===== src/rtl/abdiou_pkg.sv =====
// abdiou_pkg: shared types and constants for the anchor box decode / iou block
// item structs, divider request and response, sequencer states, reciprocal table
// no dependencies
package abdiou_pkg;

  // input item as taken on the input channel
  typedef struct packed {
    logic signed [15:0] delta_x;
    logic signed [15:0] delta_y;
    logic signed [15:0] delta_h;
    logic signed [15:0] delta_w;
    logic [15:0]        anchor_cx;
    logic [15:0]        anchor_cy;
    logic [15:0]        anchor_h;
    logic [15:0]        anchor_w;
    logic               last_anchor;
  } in_item_t;

  // result item as driven on the output channel
  typedef struct packed {
    logic [15:0] box_xmin;
    logic [15:0] box_ymin;
    logic [15:0] box_xmax;
    logic [15:0] box_ymax;
    logic [15:0] overlap_ratio;
    logic [13:0] best_anchor;
    logic [15:0] best_ratio;
    logic        pass_done;
  } out_item_t;

  // configuration register indexes
  localparam int CFG_IDX_W = 3;
  localparam logic [CFG_IDX_W-1:0] CFG_IMAGE_WIDTH  = 3'd0;
  localparam logic [CFG_IDX_W-1:0] CFG_IMAGE_HEIGHT = 3'd1;
  localparam logic [CFG_IDX_W-1:0] CFG_TRUTH_XMIN   = 3'd2;
  localparam logic [CFG_IDX_W-1:0] CFG_TRUTH_YMIN   = 3'd3;
  localparam logic [CFG_IDX_W-1:0] CFG_TRUTH_XMAX   = 3'd4;
  localparam logic [CFG_IDX_W-1:0] CFG_TRUTH_YMAX   = 3'd5;
  localparam logic [CFG_IDX_W-1:0] CFG_UNION_BIAS   = 3'd6;
  localparam int CFG_DATA_W = 16;

  localparam int MAX_ANCHORS_DEF = 16384;

  // exp series length and index of the last squaring
  localparam logic [3:0] EXP_TERMS = 4'd10;
  localparam logic [1:0] SQ_LAST   = 2'd3;

  // iou quotient width and divider step count
  localparam int QUOT_W = 16;

  // divider request and response
  typedef struct packed {
    logic               start;
    logic [31:0]        inter;
    logic signed [35:0] denom;
  } div_req_t;

  typedef struct packed {
    logic              done;
    logic [QUOT_W-1:0] quot;
  } div_rsp_t;

  // sequencer states
  typedef enum logic [4:0] {
    S_IDLE,
    S_CX,
    S_CY,
    S_EXP_INIT,
    S_EXP_A,
    S_EXP_B,
    S_EXP_C,
    S_SQ_A,
    S_SQ_B,
    S_SIZE_A,
    S_SIZE_B,
    S_CORNER,
    S_INTER,
    S_MUL_I,
    S_MUL_P,
    S_MUL_T,
    S_DEN,
    S_DIV,
    S_DONE
  } state_t;

  // ceil(2^29 / n): floor(m * r >> 29) equals floor(m / n) for m below 2^25
  function automatic logic [29:0] recip(input logic [3:0] n);
    logic [29:0] r;
    case (n)
      4'd1:    r = 30'd536870912;
      4'd2:    r = 30'd268435456;
      4'd3:    r = 30'd178956971;
      4'd4:    r = 30'd134217728;
      4'd5:    r = 30'd107374183;
      4'd6:    r = 30'd89478486;
      4'd7:    r = 30'd76695845;
      4'd8:    r = 30'd67108864;
      4'd9:    r = 30'd59652324;
      4'd10:   r = 30'd53687092;
      default: r = 30'd0;
    endcase
    return r;
  endfunction

endpackage


===== src/rtl/abdiou_div.sv =====
// abdiou_div: radix-2 restoring divider for the iou quotient inter*65536/denom
// handles a non-positive denominator and saturation before the bit loop
// depends on abdiou_pkg
module abdiou_div (
  input  logic                clk,
  input  logic                rst_n,
  input  abdiou_pkg::div_req_t req,
  output abdiou_pkg::div_rsp_t rsp
);
  import abdiou_pkg::*;

  localparam logic [4:0] CNT_INIT = 5'(QUOT_W);

  logic [34:0]       rem_r;
  logic [34:0]       den_r;
  logic [QUOT_W-1:0] quot_r;
  logic [4:0]        cnt_r;
  logic              fix_r;
  logic              done_r;
  logic [35:0]       rem2;
  logic [35:0]       rem_sub;
  logic              no_den;
  logic              sat;

  // special cases at start
  assign no_den = req.denom[35] || (req.denom == 36'sd0);
  assign sat    = {4'd0, req.inter} >= req.denom[35:0];

  // one quotient bit per cycle
  assign rem2    = {rem_r, 1'b0};
  assign rem_sub = rem2 - {1'b0, den_r};

  always_ff @(posedge clk) begin
    if (!rst_n) begin
      cnt_r  <= '0;
      done_r <= 1'b0;
      fix_r  <= 1'b0;
    end else begin
      done_r <= (cnt_r == 5'd1);
      if (req.start) begin
        cnt_r <= CNT_INIT;
        fix_r <= no_den || sat;
      end else if (cnt_r != 5'd0) begin
        cnt_r <= cnt_r - 5'd1;
      end
    end
  end

  // payload
  always_ff @(posedge clk) begin
    if (req.start) begin
      den_r <= req.denom[34:0];
      rem_r <= {3'd0, req.inter};
      if (no_den) begin
        quot_r <= '0;
      end else if (sat) begin
        quot_r <= '1;
      end else begin
        quot_r <= '0;
      end
    end else if (cnt_r != 5'd0 && !fix_r) begin
      if (!rem_sub[35]) begin
        rem_r  <= rem_sub[34:0];
        quot_r <= {quot_r[QUOT_W-2:0], 1'b1};
      end else begin
        rem_r  <= rem2[34:0];
        quot_r <= {quot_r[QUOT_W-2:0], 1'b0};
      end
    end
  end

  assign rsp.done = done_r;
  assign rsp.quot = quot_r;

  // checks
  a_start_busy: assert property (@(posedge clk) disable iff (!rst_n)
    req.start |=> (cnt_r != 5'd0)) else $error("divider not busy after start");
  a_rem_bound: assert property (@(posedge clk) disable iff (!rst_n)
    (cnt_r != 5'd0 && !fix_r) |-> (rem_r < den_r)) else $error("remainder out of range");
  a_done_idle: assert property (@(posedge clk) disable iff (!rst_n)
    done_r |-> (cnt_r == 5'd0)) else $error("done while still stepping");

endmodule


===== config.mk =====
export PLATFORM = sky130hd
export DESIGN_NAME = abdiou_div
export DESIGN_NICKNAME = d
export VERILOG_FILES = /design/src/rtl/abdiou_pkg.sv /design/src/rtl/abdiou_div.sv
export SDC_FILE = /design/constraint.sdc
export NUM_CORES = 1
export LEC_CHECK = 0
export ABC_AREA = 1
export BUFFER_PORTS_ARGS = -buffer_cell sky130_fd_sc_hd__buf_4
export CORE_AREA = 5 5 165 167
export CTS_BUF_LIST = sky130_fd_sc_hd__clkbuf_4 sky130_fd_sc_hd__clkbuf_8
export DETAILED_ROUTE_END_ITERATION = 16
export DIE_AREA = 0 0 170 172
export GPL_TIMING_DRIVEN = 0
export PLACE_DENSITY = 0.5
export SLEW_MARGIN = 15
export SYNTH_ARGS = -nofsm -noshare
export SYNTH_HDL_FRONTEND = slang
export SYNTH_SLANG_ARGS = --single-unit

===== constraint.sdc =====
create_clock -name clk -period 4.8 [get_ports clk]
set_input_delay 0.24 -clock clk [delete_from_list [all_inputs] [get_ports clk]]
set_output_delay 0.24 -clock clk [all_outputs]
set_load 0.03 [all_outputs]

# == Word level (Yosys, flattened, before mapping) ==
# Cells that the tools add are included.
# totals
rom_bits,0
out_inout_bits,17
latchBits,0
register_bits,93
memories,0
mem_bits_rw,0
in_bits,71
word_cells,32
# op_classes
n_lt_le_gt_ge,1
n_bitwise,1
n_eq_ne,1
shifts,0
n_mux,10
n_reduce_logical,9
n_div,0
n_mul,0
n_addsub,2
# ops
cell,n
16-bit two-way mux,4
32-bit two-way mux,2
32-bit by 36-bit >= comparator with 1-bit output,1
36-bit zero test,1
36-bit by 35-bit subtractor with 36-bit output,1
35-bit two-way mux,1
5-bit two-way mux,2
5-bit by 1-bit equality test with 1-bit output (second input constant),1
5-bit nonzero test,1
5-bit by 1-bit subtractor with 5-bit output (second input constant),1
2-bit nonzero test,2
1-bit logical OR,2
2-bit OR reduction,1
1-bit logical AND,1
1-bit zero test,1
1-bit two-way mux,1
1-bit NOT,1

# == Depth between registers and ports, before layout ==
# Gate-level depths: netlist of the first run.
# logic_depth
depth_word,4
mapped_depth,18
mapped_depth_nobuf,17

# == Worst setup path before layout of the first run ==
# Ideal clock, no wire load.
# synth_timing
path_type,register to register
startpoint,register cnt_r[0]
endpoint,register quot_r[0] (enable)
path_stages_with_launch,6
required_time_ns,4.393
setup_time_ns,0.407
period_less_slack_ns,2.367
setup_slack_ns,2.433
arrival_time_ns,1.961
cell_sequence,dfxtp_1 > inv_1 > ha_1 > nand3_1 > nand2_1 > nand2_1
# synth_via
elab_chain_len,3
# synth_rtl
item,line,source
start: declaration,abdiou_div.sv:17,logic [4:0] cnt_r;
start signal: assignment,abdiou_div.sv:44,cnt_r <= cnt_r - 5'd1;
5-bit nonzero test,abdiou_div.sv:61,end else if (cnt_r != 5'd0 && !fix_r) begin
1-bit logical AND,abdiou_div.sv:61,
2-bit nonzero test (no line),n/a,
end signal: assignment,abdiou_div.sv:64,"quot_r <= {quot_r[QUOT_W-2:0], 1'b1};"
end signal: assignment,abdiou_div.sv:67,"quot_r <= {quot_r[QUOT_W-2:0], 1'b0};"
end: declaration,abdiou_div.sv:16,logic [QUOT_W-1:0] quot_r;
# Every way passes these cells.
# A chain may end at the register's enable or synchronous reset.

# == Worst setup path after layout of the first run ==
# layout_timing
startpoint,input req[23] in the netlist's numbering
endpoint,register quot_r[8] (data pin)
# layout_via
elab_chain_len,4
elab_cells_between_ends,6
classes_between,1 x order compare; 3 x mux; 2 x reduce/logical
# layout_rtl
item,line,source
start: declaration,abdiou_div.sv:7,"input abdiou_pkg::div_req_t req,"
32-bit by 36-bit >= comparator with 1-bit output / 36-bit zero test (equally long branches),"abdiou_div.sv:27, abdiou_div.sv:26",
16-bit two-way mux / 1-bit logical OR (equally long branches),"abdiou_div.sv:56, abdiou_div.sv:26",
16-bit two-way mux *,abdiou_div.sv:54,if (no_den) begin
16-bit two-way mux *,abdiou_div.sv:51,if (req.start) begin
# Mark *: on every way between the ends. The rest lies on a longest branch, timed or not.

==> flow_summary.toml, run 1 <==
[outcome]
outcome = "finished clean"

[critical_path]
slowest_stage = "nor4_1"
crit_path_end_kind = "register"
crit_fanout = 10
slowest_delay_ps = 690
crit_type = "in2reg"
path_buf_inv = 4
crit_required_ps = 5070
path_cells = "dlygate4sd3_1, buf_4, inv_1, ha_1, nand4_1, nor4_1, nand3_1, nand4_1, nand3_1, buf_2, nand2_1"
cp-start-kind = "input port"
cpLargestDelayFamily = "simple AND/OR/NAND/NOR gates"
crit_arrival_ps = 3080

[synth]
synth.most_common_cell = "nand2_1"
synthCells = 1064
post-synth-top-area-cell = "edfxtp_1"
synth_area_um2 = 7533
yosysWarnings = 0
ys_ff_latch = 93
syn_nets = 1205
synthFlopType = "edfxtp_1"
synth_edf_count = 83
yosysSeqAreaShare_pct = 35.74
async_reset_ff_share_pct = 0
synth_area_per_cell_um2 = 7.080
synth_top_cell_area_share_pct = 33.08
ys_top_cells_by_count = "nand2_1, inv_1, edfxtp_1, nor2_1, nand3_1"
ys_top_cells_by_area = "edfxtp_1, nand2_1, ha_1"
yosys.cell_types.count = 41

[route]
wire_per_inst_um = 15.93
detail-route-antenna-nets = 0
vias_per_cell = 4.604
num_vias = 6934
drc = 0
drt_wl_total_mm = 24.00
firstDrtPassIters = 6
drt_iter0_drc = 322

[sta]
fin_tns_setup_ps = 0
max-slew-margin-rel_pct = 52.29
setup_violations = 0
finClkSkew_ps = 21.43
hold_violations = 0
worst_pin_slew_ps = 709.1
post-route-min-period_ps = 2808
max_freq_ghz = 0.3561
rsz0062_at_grt = "false"
fin_crit_sh_pct = 58.50
final_max_slew_viol_count = 0

[clock_network]
clock-sinks = 93
ctsResizeCount = 0
clockBufferDepth = 2
clk_pin_slew_worst_paths_ps = 120
htreeDepth = 3
cts_buffers = 9
cts_tree = "done"
cts_root_buf = "clkbuf_8"
insertion_delay_ps = 400

[global_routing]
grt_usage_pct = 16.67
grt-ovfl-total = 0
antenna_found_initial = 0
grt_pass1_wl_mm = 37.70
grt_pass1_vias = 6909
grt_max_degree = 49

[power_and_ir_drop]
total_leakage_power_nw = 4.596
pwr_density_cell_nw_per_um2 = 555.6
ir_drop_mv = 0.2016

[cells_and_area]
final_nets = 1307
antenna_cells = 0
n_fill_cell = 2801
drive_gt1_share_pct = 11.02
synthToLayoutAreaGrowth_pct = 17.72
fin_util_pct = 34.62

[worst_hold_path]
hp-class = "in2reg"

[floorplanning]
coreArea_um2 = 25620
chipHeight_um = 172
ios = 88
fp-row-count = 59
initial_core_util_pct = 29.41
dieArea_um2 = 29240
die_w_um = 170

[place]
gp_congestion = 0.8826
port_buffers = 87
hpwl_mm = 19.89

[run]
max_cap_viol_count = 0
## sequential cells by signal (all words and copies together), names as in the netlist
signal	count
den_r	35
rem_r	35
quot_r	16
cnt_r	5
done_r	1
fix_r	1
## kinds of logic (layout without fill, tap and decap cells)
logic type               count (synthesis)  count (layout)  share of synthesized area, %
AND/OR/NAND/NOR                        579             579                         32.27
buffers and inverters                  214             321                         11.33
flip-flops                              93              93                         35.74
AO/OA/AOI/OAI                           89              89                         6.726
adder cells (fa/ha/maj)                 70              70                         11.73
XOR/XNOR                                19              19                         2.209
## cell usage in the layout, fill, tap and decap left out, types with 2 or more instances in the layout
cell / n
xnor2_1: 17
a21oi_1: 51
a21o_1: 2
dlygate4sd3_1: 4
nand3b_1: 10
dfxtp_1: 10
nor3b_1: 2
nand2_2: 5
nand3_2: 2
nor3_1: 11
nand2_4: 3
buf_6: 6
o21a_1: 3
ha_1: 69
o21ai_0: 16
o21bai_1: 6
nand2_1: 375
nand3_1: 71
nor2_1: 72
nor4_1: 4
clkbuf_8: 9
a31oi_1: 2
or2_2: 2
a21oi_2: 3
inv_1: 195
buf_4: 88
xor2_1: 2
inv_6: 3
clkbuf_1: 5
buf_1: 4
edfxtp_1: 83
nand4_1: 20
## where the power goes
group	leakage, nW	internal (mW)	switching, mW	total, mW
combinational	3.56	1.07	1.97	3.04
sequential	0.929	1.16	0.118	1.28
clock	0.106	0.255	0.357	0.612
## layout make-up
class                   instances  area [um^2]  area share (%)
clock buffers                   9        123.9           1.397
flip-flops and latches         93         2693           30.36
well taps                     335        419.2           4.726
multi-input cells             757         3995           45.05
clock inverters                 7        91.34           1.030
inverters                     197        739.5           8.338
plain buffers                  17        113.9           1.284
repair buffers                 91        693.2           7.816
## metal layers
layer | share of wire (%) | wire (um) | up-vias | track usage (%)
met3 | 3.6 | 864 | 30 | 2.401
met1 | 49 | 11650 | 3159 | 22.80
met2 | 45 | 10740 | 137 | 26.96
met5 | 0 | 0 | - | 0
li1 | - | - | 3608 | -
met4 | 3.1 | 748 | 0 | 6.076
## repair_timing
item                                   4_1_cts  5_1_grt
endpoints found under the hold margin        4        0
buffers inserted                             0        0
hold buffers                                 4        0
## path summary, 6_finish.rpt
kind         slack [ps]       from        end  depth (start not counted)
max                1990    req[23]  quot_r[8]                         11
min                  20    req[24]  den_r[24]                          1
max reg2reg        2070  rem_r[17]   rem_r[0]                         12
min reg2reg         490   cnt_r[0]   cnt_r[0]                          1
## stage by stage
stage	std cells	area, um^2	hold WS [ps]	power, mW	setup slack, ps
detailed placement	1486	8613	428.4	4.317	2030
floorplan	1064	7533	338.9	3.448	2433
global placement	1486	8606	428.4	4.316	1312
CTS	1506	8869	1.461	4.945	2007
finish	1506	8869	19.73	4.928	1992
global route	1506	8869	7.201	5.390	1873
No activity file was read; power rests on OpenSTA's default activity.
==> run 2, diff against run 1 <==
Settings changed: PLACE_DENSITY 0.5 to 0.52.
Clock period 4.8 ns to 2.3 ns, I/O delays scaled along.
==> run 2 against run 1 <==
Net effect:
- core utilization is 7.6 points higher
- count of clock-buffer cells in the layout stayed put
- largest cell class unchanged
- worst hold slack worse by 9.8 ps
- the flow now finishes with violations (setup timing)
- global-route usage is 0.91 points higher
==> flow_summary.toml, run 2 (same netlist as run 1, synthesis figures left out) <==
[outcome]
outcome = "finished with violations"
violations = "setup timing"

[place]
port_buffers = 87
dp.cells = 1486
gp_congestion = 0.9275
post-place-ws_ps = -437.9
hpwl_mm = 19.68

[cells_and_area]
n_fill_cell = 2574
antenna_cells = 0
mostFrequentLayoutCell = "nand2_1"
ff_latch_area_um2 = 2693
reg_top3 = "den_r x35, rem_r x35, quot_r x16"
drive_gt1_share_pct = 27.97
final_nets = 1398
synthToLayoutAreaGrowth_pct = 43.70
layout_common_cells = "nand2_1, inv_1, buf_4, edfxtp_1, nor2_1"
multi_input_area_um2 = 5042
final_cells = 1597
fin_util_pct = 42.26

[route]
firstDrtPassIters = 5
wire_per_inst_um = 16.59
num_vias = 7551
detail-route-antenna-nets = 0
vias_per_cell = 4.728
drc = 0
drt_iter0_drc = 622
drt_wl_total_mm = 26.50

[power_and_ir_drop]
total_power_mw = 13.93
ir_drop_mv = 0.5380
total_leakage_power_nw = 5.313
pwr_density_cell_nw_per_um2 = 1287

[sta]
final_max_slew_viol_count = 0
hold_violations = 0
rsz0062_at_grt = "true"
setup_violations = 36
post-route-min-period_ps = 2470
hold_ws_ps = 9.960
max-slew-margin-rel_pct = 40.35
fin_crit_sh_pct = 107.4
max_freq_ghz = 0.4048
worst_pin_slew_ps = 894.8
postLayoutSetupSlackWorst_ps = -170.3
finClkSkew_ps = 17.53

[clock_network]
clockBufferDepth = 2
cts_tree = "done"
cts_buffers = 9
htreeDepth = 3
clk_pin_slew_worst_paths_ps = 100
clock-sinks = 93
insertion_delay_ps = 400
cts_root_buf = "clkbuf_8"

[floorplanning]
die_w_um = 170
coreArea_um2 = 25620
initial_core_util_pct = 29.41
chipHeight_um = 172
ios = 88
fp-row-count = 59
dieArea_um2 = 29240

[run]
max_cap_viol_count = 0

[global_routing]
grt_usage_pct = 17.58
antenna_found_initial = 0
grt_pass1_wl_mm = 40.02
grt-ovfl-total = 0
grt_pass1_vias = 7488
grt_max_degree = 49

[critical_path]
cp-start-kind = "register"
crit_required_ps = 2450
crit_path_end_kind = "register"
crit_fanout = 5
crit_arrival_ps = 2620
crit_type = "reg2reg"

[worst_hold_path]
hp-class = "in2reg"
## run 2: cell count changes in the layout (fill, tap and decap cells not counted), sizes merged
cell / previous run / this run
clkinv: 2 / 4
nand2: 383 / 385
inv: 200 / 199
buf: 99 / 144
bufinv: 1 / 0
dlygate4sd3: 4 / 45
clkbuf: 14 / 17
## run 2: stage by stage
step	instance area, um^2	setup TNS, ps
2_1_floorplan	7536	0
3_3_place_gp	8608	-23730
3_5_place_dp	8613	-13720
4_1_cts	10380	-2021
5_1_grt	10830	-7688
6_report	10830	-4672
## run 2: final timing paths
kind,start,endpoint,slack [ps],cells after the start
setup / recovery,rem_r[11],rem_r[16],-170,15
hold / removal,req[50],rem_r[14],10,3
setup reg to reg,rem_r[11],rem_r[16],-170,15
hold reg to reg,cnt_r[2],cnt_r[2],490,2
## run 2: power by group
group          switching (mW)  total [mW]  internal [mW]
combinational            5.68        9.98           4.31
sequential              0.383        2.81           2.43
clock                   0.715        1.13          0.419
## run 2: cell type report
cell class | instances | area share, %
plain buffers | 17 | 1.422
clock buffers | 9 | 1.144
clock inverters | 7 | 0.6472
inverters | 197 | 6.831
multi-input cells | 759 | 46.58
flip-flops and latches | 93 | 24.87
well taps | 335 | 3.872
repair buffers | 180 | 14.63
## run 2: worst max-delay path, stage by stage, from the launching register on
cell and delay, ps:
edfxtp_1 460, ha_4 280, nand2_2 70, nand2_2 70, nand2_1 70, nand2_2 60
a21oi_2 170, nand3_2 150, nand2_4 140, buf_6 110, nand3_4 130, nand2_8 180
clkbuf_16 170, nand2_2 50, nand3_2 60, nand2_1 60
## run 2: routing by layer
layer,routed length [um],part of all wire (%),up-vias,track usage [%]
met2,12770,48,177,29.29
met5,0,0,-,0
met1,11940,45,3543,23.27
met4,777,2.9,0,7.396
met3,1008,3.8,32,1.966
li1,-,-,3799,-
## run 2: timing repair
item / in CTS / in global routing
endpoints found under the hold margin: 47 / 0
setup buffers: 30 / 13
gates cloned: 3 / 5
pin swaps: 51 / 69
resized for setup: 165 / 73
endpoints found under the setup margin: 36 / 46
hold buffers: 45 / 0
==> run 3, diff against run 2 <==
Settings changed: ABC_AREA 1 to unset, CORE_AREA 5 5 165 167 to 5 5 154 156, DIE_AREA 0 0 170 172 to 0 0 159 161.
==> run 3 against run 2 <==
Net effect:
- the run still ends with setup timing left
- non-clock buffer count shrank 37
- combinational power shrank 39%
- final cell count shrank 30%
- register-to-register slack lost 550 ps
- clock power is essentially flat
- sequential share of layout area grew 6.2 points
- wire length shrank 28%
- first-iteration DRC count shrank 47%
- fmax shrank 18%
- final area shrank 20%
- largest power group unchanged
- critical path depth shrank 3
- synthesized cell count shrank 36%
==> flow_summary.toml, run 3 <==
[critical_path]
crit_type = "reg2reg"
worstReg2RegEnd = "rem_r[26]"
r2r_setup_slack_ps = -720
r2r_cells = 12
crit_path_end_kind = "register"
crit_required_ps = 2430
cp-start-kind = "register"
crit_arrival_ps = 3150
slowest_delay_ps = 420
rr_startpoint = "rem_r[0]"
crit_fanout = 8
slowest_stage = "edfxtp_1"
path_cells = "ha_1, nor2b_4, o31a_1, o31ai_4, o21ai_4, a41o_4, a21oi_4, xnor2_4, buf_6, buf_12, mux2i_4, o21ai_2"

[worst_hold_path]
hp-class = "in2reg"
hold_path_depth = 3
min_from = "req[36]"
min_to = "rem_r[0]"

[place]
hpwl_mm = 14.27
port_buffers = 87
placed_area_um2 = 7582
gp_congestion = 0.8358

[power_and_ir_drop]
total_power_mw = 9.993
total_leakage_power_nw = 3.808
switchingPower_mw = 4.272
power_frac_comb_pct = 61.1
pwr_density_cell_nw_per_um2 = 1152
power_switching_share_pct = 42.75
seq_power_share_pct = 27.4
intPower_mw = 5.721
p_clk_share_pct = 11.5
ir_drop_mv = 0.6376

[synth]
muxShareOfSynthArea_pct = 4.685
synth_top_family_by_area = "compound AO/OA/AOI/OAI gates"
ys_top_cells_by_area = "edfxtp_1, ha_1, inv_1"
synth-compound-area-share_pct = 18.37
synth.most_common_cell = "inv_1"
ys_ff_latch = 93
ys_top_cells_by_count = "inv_1, edfxtp_1, ha_1, nand2_1, a21oi_1"
synth_area_per_cell_um2 = 9.623
yosys.cell_types.count = 60
synth_xor_xnor_area_share_pct = 4.780
synthCells = 680
post-synth-top-area-cell = "edfxtp_1"
synth_edf_count = 83
async_reset_ff_share_pct = 0
yosysWarnings = 0
synthAdderAreaFrac_pct = 13.50
synthFlopType = "edfxtp_1"
syn_nets = 821
yosysSeqAreaShare_pct = 41.15
synth_top_cell_area_share_pct = 38.09
synth_area_um2 = 6544
synthSimpleGateAreaFrac_pct = 10.84

[sta]
worst_pin_slew_ps = 734.3
rsz0062_at_grt = "true"
postLayoutSetupSlackWorst_ps = -715.8
hold_violations = 0
finClkSkew_ps = 13.23
setup_violations = 36
fin_crit_sh_pct = 131.1
post-route-min-period_ps = 3016
max_freq_ghz = 0.3316
max-slew-margin-rel_pct = 51.05
final_max_slew_viol_count = 0

[outcome]
outcome = "finished with violations"
violations = "setup timing"

[cells_and_area]
layout_common_cells = "buf_4, inv_1, edfxtp_1, nand2_1, ha_1"
design_area_um2 = 8677
fin_util_pct = 39.04
final_nets = 974
mostFrequentLayoutCell = "buf_4"
antenna_cells = 0
drive_gt1_share_pct = 22.55
synthToLayoutAreaGrowth_pct = 32.60
reg_top3 = "den_r x35, rem_r x35, quot_r x16"

[floorplanning]
chipHeight_um = 161
fp-row-count = 55
die_w_um = 159
ios = 88
initial_core_util_pct = 29.44
coreArea_um2 = 22230
dieArea_um2 = 25600

[clock_network]
htreeDepth = 3
clockBufferDepth = 2
clk_pin_slew_worst_paths_ps = 110
cts_tree = "done"
cts_buffers = 9
clock-sinks = 93
insertion_delay_ps = 400
cts_root_buf = "clkbuf_8"

[route]
drt_iter0_drc = 332
vias_per_cell = 4.818
num_vias = 5411
drc = 0
drt_wl_total_mm = 19.16
firstDrtPassIters = 4
detail-route-antenna-nets = 0
wire_per_inst_um = 17.06

[global_routing]
grt_usage_pct = 14.85
grt_pass1_wl_mm = 30.44
grt-ovfl-total = 0
grt_pass1_vias = 5652
antenna_found_initial = 0
grt_max_degree = 50

[run]
max_cap_viol_count = 0
## run 3: cell types whose count changed in the layout (fill, tap and decap cells not counted), moves of 34 or more
cell,previous run,this run
nand2_1,310,65
inv_1,174,92
nand2_2,44,2
nor2_1,60,20
o21ai_1,1,38
nand3_1,39,5
## run 3: kinds of logic (layout without fill, tap and decap cells)
family / Yosys count / in the layout
buffers and inverters: 112 / 270
DFF: 93 / 93
muxes: 30 / 30
AOI/OAI and AO/OA: 191 / 191
and+or+nand+nor: 150 / 150
adders and majority gates: 70 / 70
xor gates and xnor gates: 34 / 34
## run 3: layer usage
metal / GRT usage [%] / share of wire, % / vias up
li1: - / - / 2748
met5: 0 / 0 / -
met2: 24.54 / 47 / 105
met1: 20.36 / 48 / 2540
met4: 3.916 / 1.3 / 0
met3: 2.348 / 4.5 / 18
## run 3: cell type report
class	instances	area, um^2
clock inverters	7	76.32
repair buffers	145	1214
multi-input cells	475	3764
fillers	2263	13550
clock buffers	9	123.9
inverters	94	355.3
flip-flops and latches	93	2693
well taps	285	356.6
plain buffers	15	95.09
## run 3: worst max path at each step
| stage | start | to |
|---|---|---|
| floorplan | rem_r[0] | rem_r[22] |
| global placement | req[68] | rem_r[34] |
| detailed placement | rem_r[2] | rem_r[11] |
| CTS | rem_r[0] | rem_r[26] |
| global route | rem_r[0] | rem_r[25] |
| finish | rem_r[0] | rem_r[26] |
## run 3: critical path, delay by kind of cell (launching register included)
family	cells	cell delay [ps]
AO/OA/AOI/OAI	6	1180
flip-flops	1	420
buffers and inverters	2	310
adder cells (fa/ha/maj)	1	290
multiplexers	1	230
XOR/XNOR	1	200
AND/OR/NAND/NOR	1	120
## run 3: timing repair
item                                    CTS  global route
hold buffers                             36             0
endpoints found under the setup margin   51            51
pin swaps                                12            14
endpoints found under the hold margin    37             0
buffers inserted                         17             5
gates resized for setup                  26            52
## run 3: power by group through the flow
stage	logic [mW]	clock network [mW]	registers (mW)
6_report	6.11	1.15	2.74
5_1_grt	6.63	1.25	2.79
4_1_cts	5.62	1.19	2.72
3_5_place_dp	4.97	0	2.74
3_3_place_gp	4.97	0	2.74
2_1_floorplan	3.65	0	2.81
## run 3: through the flow
step | TNS [ps] | instances | setup slack, ps | hold WS (ps)
after global placement | -87200 | 1052 | -1208 | 307.2
after floorplan | -16700 | 680 | -560.3 | 213.9
after detailed placement | -44180 | 1052 | -1133 | 305.2
after global routing | -27480 | 1123 | -834.8 | 18.47
after CTS | -26420 | 1120 | -817.6 | 2.339
final | -23000 | 1123 | -715.8 | 15.94
